$ cat src/sv/tmaws_pkg.sv
package tmaws_pkg;

  // Field width of samples, averages and thresholds
  localparam int SAMPLE_W = 14;

  // Default averaging window length
  localparam int WINDOW_DEF = 10;

  // Configuration register indexes
  localparam int CFG_IDX_W = 2;
  localparam logic [CFG_IDX_W-1:0] REG_ON_LOWER  = 2'd0;
  localparam logic [CFG_IDX_W-1:0] REG_ON_UPPER  = 2'd1;
  localparam logic [CFG_IDX_W-1:0] REG_OFF_LOWER = 2'd2;
  localparam logic [CFG_IDX_W-1:0] REG_OFF_UPPER = 2'd3;

  typedef logic signed [SAMPLE_W-1:0] sample_t;

  // Threshold reset values
  localparam sample_t ON_LOWER_RST  = 14'sd600;
  localparam sample_t ON_UPPER_RST  = 14'sd977;
  localparam sample_t OFF_LOWER_RST = -14'sd1000;
  localparam sample_t OFF_UPPER_RST = -14'sd600;

endpackage

$ cat src/sv/tilt_moving_average_window_switch.sv
// Tilt moving-average window switch. Each input word carries one signed 14-bit
// Y-axis tilt sample in milli-g (in_tdata[13:0]). The block keeps the last
// WINDOW samples in a ring (all zero after reset, so the zeros count as samples
// during warm-up) and a running sum. Every sample gives exactly one output word:
// the window average truncated toward zero in out_tdata[13:0] and the motor flag
// in out_tdata[14]. The flag is set when the exact average lies strictly inside
// the on window (on_lower, on_upper), cleared when it lies strictly inside the
// off window (off_lower, off_upper), and held otherwise; the on window wins
// when both hold. Compares are exact, done on the sum against threshold times
// WINDOW. Throughput is one word per clock unless the output stalls. Stage 1
// holds the running-sum loop (ring read, subtract oldest, add newest); the
// compares and the reciprocal-multiply divide sit in stage 2, ahead of the
// output register, so an accepted word passes stage 1, then the output register.
// Write the four threshold registers through cfg_we/cfg_index/cfg_data while
// no word is in flight.
module tilt_moving_average_window_switch #(
  parameter int WINDOW = tmaws_pkg::WINDOW_DEF
) (
  input  logic                             clk,
  input  logic                             rst_n,
  // Input stream; tdata: [13:0] tilt_sample, [15:14] zero
  input  logic                             in_tvalid,
  output logic                             in_tready,
  input  logic [15:0]                      in_tdata,
  // Output stream; tdata: [13:0] tilt_average, [14] motor_run, [15] zero
  output logic                             out_tvalid,
  input  logic                             out_tready,
  output logic [15:0]                      out_tdata,
  // Configuration write port
  input  logic                             cfg_we,
  input  logic [tmaws_pkg::CFG_IDX_W-1:0]  cfg_index,
  input  logic [tmaws_pkg::SAMPLE_W-1:0]   cfg_data
);

  localparam int SW    = tmaws_pkg::SAMPLE_W;
  localparam int LOG_W = $clog2(WINDOW);
  // Sum range is +-2^(SW-1) * WINDOW
  localparam int SUM_W = SW + LOG_W;
  localparam int POS_W = (LOG_W < 1) ? 1 : LOG_W;
  localparam logic [POS_W-1:0] POS_LAST = POS_W'(WINDOW - 1);

  // Exact floor division of a SUM_W-bit magnitude by WINDOW:
  // q = (mag * RECIP) >> SHIFT, RECIP = ceil(2^SHIFT / WINDOW)
  localparam int    SHIFT   = SUM_W + LOG_W;
  localparam int    RECIP_W = SUM_W + 1;
  localparam longint RECIP  = ((64'sd1 <<< SHIFT) + WINDOW - 1) / WINDOW;
  localparam int    PROD_W  = SUM_W + RECIP_W;
  localparam logic [RECIP_W-1:0] RECIP_V = RECIP_W'(RECIP);

  typedef logic signed [SUM_W-1:0] sum_t;

  function automatic sum_t scale_thr(input tmaws_pkg::sample_t thr);
    return SUM_W'(thr) * SUM_W'(WINDOW);
  endfunction

  // Threshold registers
  tmaws_pkg::sample_t on_lower_r, on_upper_r, off_lower_r, off_upper_r;

  always_ff @(posedge clk) begin
    if (!rst_n) begin
      on_lower_r  <= tmaws_pkg::ON_LOWER_RST;
      on_upper_r  <= tmaws_pkg::ON_UPPER_RST;
      off_lower_r <= tmaws_pkg::OFF_LOWER_RST;
      off_upper_r <= tmaws_pkg::OFF_UPPER_RST;
    end else if (cfg_we) begin
      case (cfg_index)
        tmaws_pkg::REG_ON_LOWER:  on_lower_r  <= cfg_data;
        tmaws_pkg::REG_ON_UPPER:  on_upper_r  <= cfg_data;
        tmaws_pkg::REG_OFF_LOWER: off_lower_r <= cfg_data;
        tmaws_pkg::REG_OFF_UPPER: off_upper_r <= cfg_data;
        default: ;
      endcase
    end
  end

  // ---------------------------------------------------------------------------
  // Stage 1: ring and running sum
  // ---------------------------------------------------------------------------
  tmaws_pkg::sample_t ring_r [WINDOW];
  sum_t               sum_r, sum_nxt;
  logic [POS_W-1:0]   pos_r, pos_nxt;
  logic               s1_valid_r;
  sum_t               s1_sum_r;

  logic               in_acc;
  logic               out_adv;
  tmaws_pkg::sample_t sample;

  assign sample  = tmaws_pkg::sample_t'(in_tdata[SW-1:0]);
  // Stage 1 word moves on when the output register is empty or being drained
  assign out_adv   = s1_valid_r && (!out_tvalid || out_tready);
  assign in_tready = !s1_valid_r || out_adv;
  assign in_acc    = in_tvalid && in_tready;

  // Drop the oldest sample, add the newest
  assign sum_nxt = sum_r - SUM_W'(ring_r[pos_r]) + SUM_W'(sample);
  assign pos_nxt = (pos_r == POS_LAST) ? '0 : pos_r + 1'b1;

  always_ff @(posedge clk) begin
    if (!rst_n) begin
      for (int i = 0; i < WINDOW; i++) ring_r[i] <= '0;
      sum_r      <= '0;
      pos_r      <= '0;
      s1_valid_r <= 1'b0;
    end else begin
      if (in_acc) begin
        ring_r[pos_r] <= sample;
        sum_r         <= sum_nxt;
        pos_r         <= pos_nxt;
        s1_valid_r    <= 1'b1;
      end else if (out_adv) begin
        s1_valid_r    <= 1'b0;
      end
    end
  end

  // Snapshot of the sum that goes with the stage 1 word
  always_ff @(posedge clk) begin
    if (in_acc) s1_sum_r <= sum_nxt;
  end

  // ---------------------------------------------------------------------------
  // Stage 2: window compares, divide, output register
  // ---------------------------------------------------------------------------
  sum_t               on_lo_w, on_hi_w, off_lo_w, off_hi_w;
  logic               on_hit, off_hit;
  logic               motor_flag_r, motor_flag_nxt;
  logic               sum_neg;
  logic [SUM_W-1:0]   sum_mag;
  logic [PROD_W-1:0]  prod;
  logic [SW-1:0]      quot;
  tmaws_pkg::sample_t avg_nxt;
  tmaws_pkg::sample_t out_avg_r;
  logic               out_valid_r;

  assign on_lo_w  = scale_thr(on_lower_r);
  assign on_hi_w  = scale_thr(on_upper_r);
  assign off_lo_w = scale_thr(off_lower_r);
  assign off_hi_w = scale_thr(off_upper_r);

  assign on_hit  = (s1_sum_r > on_lo_w)  && (s1_sum_r < on_hi_w);
  assign off_hit = (s1_sum_r > off_lo_w) && (s1_sum_r < off_hi_w);

  // On window wins; outside both windows hold the flag
  always_comb begin
    motor_flag_nxt = motor_flag_r;
    if (on_hit) begin
      motor_flag_nxt = 1'b1;
    end else if (off_hit) begin
      motor_flag_nxt = 1'b0;
    end
  end

  // Truncate toward zero: divide the magnitude, then restore the sign
  assign sum_neg = s1_sum_r[SUM_W-1];
  assign sum_mag = sum_neg ? SUM_W'(-s1_sum_r) : SUM_W'(s1_sum_r);
  assign prod    = PROD_W'(sum_mag) * PROD_W'(RECIP_V);
  assign quot    = prod[SHIFT +: SW];
  assign avg_nxt = sum_neg ? tmaws_pkg::sample_t'(-quot) : tmaws_pkg::sample_t'(quot);

  always_ff @(posedge clk) begin
    if (!rst_n) begin
      motor_flag_r <= 1'b0;
      out_valid_r  <= 1'b0;
    end else begin
      if (out_adv) begin
        motor_flag_r <= motor_flag_nxt;
        out_valid_r  <= 1'b1;
      end else if (out_tready) begin
        out_valid_r  <= 1'b0;
      end
    end
  end

  always_ff @(posedge clk) begin
    if (out_adv) out_avg_r <= avg_nxt;
  end

  assign out_tvalid = out_valid_r;
  // The flag register is updated only as a word enters the output register,
  // so it always matches the word on display
  assign out_tdata  = {1'b0, motor_flag_r, out_avg_r};

`ifndef ASSERT_OFF
  // Write position never leaves the ring
  a_pos_range: assert property (@(posedge clk) disable iff (!rst_n)
    pos_r <= POS_LAST)
    else $error("write position past end of ring");

  // Input stalls only when both stages are full and the output is blocked
  a_stall_cause: assert property (@(posedge clk) disable iff (!rst_n)
    !in_tready |-> (s1_valid_r && out_valid_r && !out_tready))
    else $error("input stalled without a full pipeline");

  // A blocked stage 1 word keeps its sum
  a_s1_hold: assert property (@(posedge clk) disable iff (!rst_n)
    (s1_valid_r && !out_adv) |=> (s1_valid_r && $stable(s1_sum_r)))
    else $error("stage 1 word lost or changed while blocked");

  // A sum inside the on window turns the motor on
  a_on_sets: assert property (@(posedge clk) disable iff (!rst_n)
    (out_adv && on_hit) |=> motor_flag_r)
    else $error("motor flag not set inside on window");

  // A sum in neither window holds the flag
  a_hold: assert property (@(posedge clk) disable iff (!rst_n)
    (out_adv && !on_hit && !off_hit) |=> $stable(motor_flag_r))
    else $error("motor flag changed outside both windows");
`endif

endmodule

$ cat config.mk
export PLATFORM = sky130hd
export DESIGN_NAME = tilt_moving_average_window_switch
export DESIGN_NICKNAME = d
export VERILOG_FILES = /design/src/sv/tmaws_pkg.sv /design/src/sv/tilt_moving_average_window_switch.sv
export SDC_FILE = /design/constraint.sdc
export NUM_CORES = 1
export LEC_CHECK = 0
export ABC_CLOCK_PERIOD_IN_PS = 10700
export BUFFER_PORTS_ARGS = -buffer_cell sky130_fd_sc_hd__clkbuf_2
export CAP_MARGIN = 40
export CORE_ASPECT_RATIO = 1.1
export CORE_MARGIN = 1.5
export CORE_UTILIZATION = 50
export CTS_BUF_LIST = sky130_fd_sc_hd__clkbuf_4 sky130_fd_sc_hd__clkbuf_8
export CTS_CLUSTER_SIZE = 28
export DETAILED_ROUTE_END_ITERATION = 8
export HOLD_SLACK_MARGIN = 0.12
export PLACE_DENSITY = 0.73
export SETUP_SLACK_MARGIN = 0.02
export SYNTH_ARGS = -nofsm -noshare
export SYNTH_HDL_FRONTEND = slang
export SYNTH_SLANG_ARGS = --single-unit
$ cat constraint.sdc
create_clock -name clk -period 10.7 [get_ports clk]
set_clock_uncertainty 0.15 [all_clocks]
set_input_delay 0.535 -clock clk [delete_from_list [all_inputs] [get_ports clk]]
set_output_delay 0.535 -clock clk [all_outputs]
set_load 0.1 [all_outputs]
==> out/metrics.cfg, run 1 <==
[floorplanning]
die_w_um=214
placementRows=85
floorplan.initialDensity=0.505
pin_count=55
die_h_um=236
dieArea_sq_um=50500
core_sq_um=48700

[detailed_routing]
viasPerCell=5.55
drt-pass1-iter-count=7
vias=16900
ant_nets=0
wl_per_cell_um=18.6
drt_iter0_markers=1102
route.detailed.drc=0
drt_wl_total_um=56500

[final_layout]
n_antenna_cell=0
final_cell_area_sq_um=27000
final_layout_size_suffix_gt1_frac=0.109
nNetsFinal=2813
n_fill_cell=4170
area_growth_pct=9.61

[critical_path]
required_ps=10940
crit_top_cell=fa_1
crit_fanout=9
critical_path_class=flip-flop to flip-flop
end_kind=flip-flop
start_kind=flip-flop
critical_path.slowest_cell=edfxtp_1
cpPeakStageDelay_ps=570
worstPathArrival_ps=9430

[worst_hold_path]
hold_class=input port to flip-flop

[synth]
synth_enable_flop_cells=256
syn-num-nets=2733
synthCells=2263
seq_area_frac_synth=0.382
synth_area_sq_um=24600
ys_warn_count=0
synthFlopType=edfxtp_1
async_reset_ff_frac=0
ys_ff_latch=341
yosysUniqueCellTypes=74
avgSynthCellArea_sq_um=10.9

[cts]
cts_buffer_depth=3
clk_latency_ps=660
tritoncts.num_buffers=57
cts_sinks=341
path_clk_slew_ps=60
h-tree-depth=2
cts_setup_buffers=0
root_buffer=clkbuf_8
cts_tree=built

[timing]
tightest_slew_ps=903
setup_tns_ps=0
fin_crit_ps=9180
max_slew_margin=0.398
final-max-slew-violation-count=0
whs_ps=206
rsz0062_at_grt=no
clock.fmax_mhz=109
post-route-period-util=0.858
hold_viol=0
finalSetupViolCount=0
worst_slack_ps=1520

[placement]
place_congestion=0.915
post-place-ws_ps=1620
dp_hpwl_um=42400
post_dp_cell_area_sq_um=25600
port_buffers=51

[global_route]
use_met1=0.273
antenna_found_initial=0
grt_pass1_vias=17000
grt_pass1_wl_um=89600
grt_max_degree=84
use_met3=0.0327
grtUsageTotal=0.227
overflow=0
top_usage_layer=met2
gr-usage-met2=0.403

[run_status]
status=finished, final reports clean

[job]
cap_viol_max_count=0

[state kept, by name, summed over array words and instances (netlist names), named ones only]
| signal | count |
|---|---|
| motor_flag_r | 1 |
| out_avg_r | 14 |
| ring_r | 224 |
| out_tvalid | 1 |
| on_lower_r | 14 |
| s1_valid_r | 1 |
| sum_r | 18 |
| pos_r | 4 |
| off_upper_r | 14 |
| off_lower_r | 14 |
| s1_sum_r | 18 |
| on_upper_r | 14 |
[critical path: cells and delay by family (launching register included)]
kind                     cells  cell delay (ps)
adder cells (fa/ha/maj)      7             3510
AND/OR/NAND/NOR              7             2100
AO/OA/AOI/OAI                8             2030
flip-flops                   1              570
buffers and inverters        5              420
XOR/XNOR                     1              130
[kinds of logic after synthesis]
family          count (synthesis)  synth area share
xor+xnor                      103            0.0374
fa+ha+maj                     433             0.258
mux                            73            0.0654
buf+inv                       406            0.0623
compound gates                307            0.0830
other cells                     1          0.000152
flops                         341             0.382
simple gates                  599             0.112
[metrics by stage]
stage	utilization	cells
floorplan	-	2263
global placement	0.524	2911
detailed placement	0.526	2917
CTS	0.553	3038
global route	0.553	3038
finish	0.553	3038
[cell usage after synthesis (26+ instances only)]
| master | n | area, sq um |
|---|---|---|
| mux4_2 | 70 | 1580 |
| inv_1 | 335 | 1260 |
| a21oi_1 | 79 | 395 |
| o21ai_0 | 61 | 305 |
| xor2_1 | 34 | 298 |
| nor2_1 | 168 | 631 |
| a21boi_0 | 41 | 308 |
| xnor2_1 | 68 | 596 |
| nor2b_1 | 26 | 163 |
| edfxtp_1 | 256 | 7690 |
| nand3_1 | 53 | 265 |
| nand2_1 | 205 | 769 |
| fa_1 | 122 | 2440 |
| ha_1 | 311 | 3890 |
| clkbuf_1 | 59 | 221 |
| nand2b_1 | 29 | 181 |
| a21o_1 | 38 | 285 |
| dfxtp_1 | 85 | 1700 |
[what timing repair did]
item	in CTS	in global routing
setup endpoints to repair	0	0
gates resized for setup	0	0
endpoints found under the hold margin	60	0
hold buffers	19	0
[path summary, 6_finish.rpt]
path	from	to	slack, ps	cells past startpoint
worst max-delay path	s1_sum_r[6]	out_avg_r[12]	1520	28
worst min-delay path	rst_n	s1_valid_r	210	2
worst max register to register	s1_sum_r[6]	out_avg_r[12]	1520	28
worst min register to register	sum_r[16]	sum_r[16]	310	2
[metal layers]
metal,vias up,part of all wire
li1,8003,-
met1,8205,0.38
met4,0,0.043
met2,508,0.52
met5,-,0
met3,137,0.057
[cell usage in the layout, fill, tap and decap left out, drive strengths merged, types with 6 or more instances in the layout]
cell	count
a2111oi	6
a211oi	12
a21boi	43
a21o	38
a21oi	79
and2	13
and3	8
buf	21
clkbuf	123
clkinv	21
dfxtp	85
dlygate4sd3	19
edfxtp	256
fa	122
ha	311
inv	338
mux4	70
nand2	205
nand2b	29
nand3	54
nand4	12
nor2	168
nor2b	26
nor3	25
nor4	21
o211ai	7
o21a	10
o21ai	68
o31ai	8
o41ai	6
or3	16
xnor2	68
xor2	35
[layout make-up]
cell class,count,area (sq um),share of cell area
Clock buffer,73,930,0.0345
Tap cell,652,816,0.0303
Clock inverter,29,234,0.00868
Inverter,337,1260,0.0469
Multi-Input combinational cell,1516,13700,0.508
Sequential cell,341,9390,0.349
Timing Repair Buffer,90,618,0.0229
Power of run 1 is left out: the tool's default activity adds up to more than one toggle a clock period on the data nets, which glitch-free logic cannot reach.
==> run 2, diff against run 1 <==
- CELL_PAD_IN_SITES_DETAIL_PLACEMENT: unset -> 2
- CELL_PAD_IN_SITES_GLOBAL_PLACEMENT: unset -> 2
- CORE_UTILIZATION: 50 -> 45
- PLACE_DENSITY: 0.73 -> 0.91
==> out/metrics.cfg, run 2 (synthesized netlist as in run 1, its figures left out) <==
[run_status]
status=finished, final reports clean

[floorplanning]
core_sq_um=53800  ; +10%
placementRows=89  ; +4.7%
dieArea_sq_um=56100  ; +11%
pin_count=55  ; unchanged
floorplan.initialDensity=0.457  ; -0.0476
die_w_um=226  ; +5.3%
die_h_um=248  ; +5.3%

[global_route]
grt_pass1_wl_um=141000  ; +57%
grt_pass1_vias=22100  ; +30%
grt_max_degree=64  ; -24%
overflow=0  ; unchanged
grtUsageTotal=0.340  ; +0.113
antenna_found_initial=2  ; +2

[placement]
dp_cells=2993  ; +2.6%
dp_hpwl_um=63800  ; +51%
place_congestion=0.884  ; -3.4%
post_dp_cell_area_sq_um=25700  ; +0.46%
port_buffers=51  ; unchanged
post-place-ws_ps=1130  ; -492 ps

[job]
cap_viol_max_count=0  ; unchanged

[detailed_routing]
drt_iter0_markers=1270  ; +15%
drt-pass1-iter-count=7  ; unchanged
viasPerCell=6.00  ; +8.1%
ant_nets=0  ; unchanged
drt_wl_total_um=93400  ; +65%
wl_per_cell_um=29.8  ; +60%
route.detailed.drc=0  ; unchanged
vias=18800  ; +11%

[worst_hold_path]
hold_class=input port to flip-flop
hold_start=in_tdata[9]

[timing]
clock.fmax_mhz=99.7  ; -8.5%
setup_tns_ps=0  ; unchanged
final-max-slew-violation-count=0  ; unchanged
tightest_slew_ps=934  ; +30.6 ps
max_slew_margin=0.378  ; -0.0204
fin_crit_ps=10030  ; +849 ps
worst_slack_ps=668  ; -849 ps
rsz0062_at_grt=no
finalSetupViolCount=0  ; unchanged
post-route-period-util=0.938  ; +0.0794
hold_viol=0  ; unchanged

[final_layout]
final_common_cell=inv_1
reg_top3=ring_r: 224 flops, s1_sum_r: 18 flops, sum_r: 18 flops
area_growth_pct=10.8
largest_register_ffs=224  ; unchanged
final_cell_area_sq_um=27200  ; +1.1%
finalNonFillerCells=3131  ; +3.1%
layout_common_cells=inv_1 (335), ha_1 (311), edfxtp_1 (256), nand2_1 (205), nor2_1 (163)
nNetsFinal=2819  ; +0.21%
final_layout_size_suffix_gt1_frac=0.113  ; +0.00353
top_register=ring_r
n_fill_cell=5364  ; +29%

[critical_path]
crit_top_cell=fa_1
start_kind=flip-flop
path_buf_inv=4  ; -1
path_delay_family=adder cells
reg2reg_slack_ps=670  ; -850 ps
reg2reg_from=s1_sum_r[4]
critPathLaunch=s1_sum_r[4]
critical_path_class=flip-flop to flip-flop
critical_path.slowest_cell=edfxtp_1
crit_fanout=9  ; unchanged
required_ps=11000  ; +60 ps
worstPathArrival_ps=10330  ; +900 ps
end_kind=flip-flop
cpPeakStageDelay_ps=640  ; +70 ps

[cts]
cts_buffer_depth=3  ; unchanged
root_buffer=clkbuf_8
h-tree-depth=2  ; unchanged
tritoncts.num_buffers=61  ; +7.0%
cts_sinks=341  ; unchanged
cts_tree=built
clk_latency_ps=720  ; +60 ps
path_clk_slew_ps=80  ; +20 ps
ctsResizeCount=0  ; unchanged

==> run 2: tightest hold or removal path, cell delays in order <==
cell	delay, ps
clkbuf_2	120
inv_1	110
nor4_1	80
==> run 2: what timing repair did <==
item,in CTS,in global routing
hold buffers,20,0
buffers inserted,0,0
hold endpoints to repair,59,0
==> run 2: layout make-up <==
cell class              count  area, sq um  area share
clock inverters            30          297      0.0109
clock buffers              84         1020      0.0374
inverters                 337         1260      0.0464
flip-flops and latches    341         9390       0.345
multi-input cells        1516        13700       0.503
diodes                      3         7.51    0.000276
well taps                 728          911      0.0334
repair buffers             92          658      0.0242
==> run 2: per-stage QoR <==
step           hold WS, ps   util
3_3_place_gp           301  0.476
3_5_place_dp           331  0.478
6_report               167  0.507
2_1_floorplan          285      -
4_1_cts                127  0.506
5_1_grt                151  0.507
==> run 2: per-layer routing <==
metal	wire, um	global-route usage
met2	50100	0.639
met1	33200	0.359
met5	0	0
met4	5910	0.198
met3	4240	0.0515
==> run 2: worst paths after layout <==
| path | endpoint | depth (start not counted) |
|---|---|---|
| setup / recovery | out_avg_r[12] | 28 |
| hold / removal | ring_r[8][9] | 3 |
| setup reg to reg | out_avg_r[12] | 28 |
| hold reg to reg | sum_r[0] | 2 |
Power of run 2 is left out for the same reason.
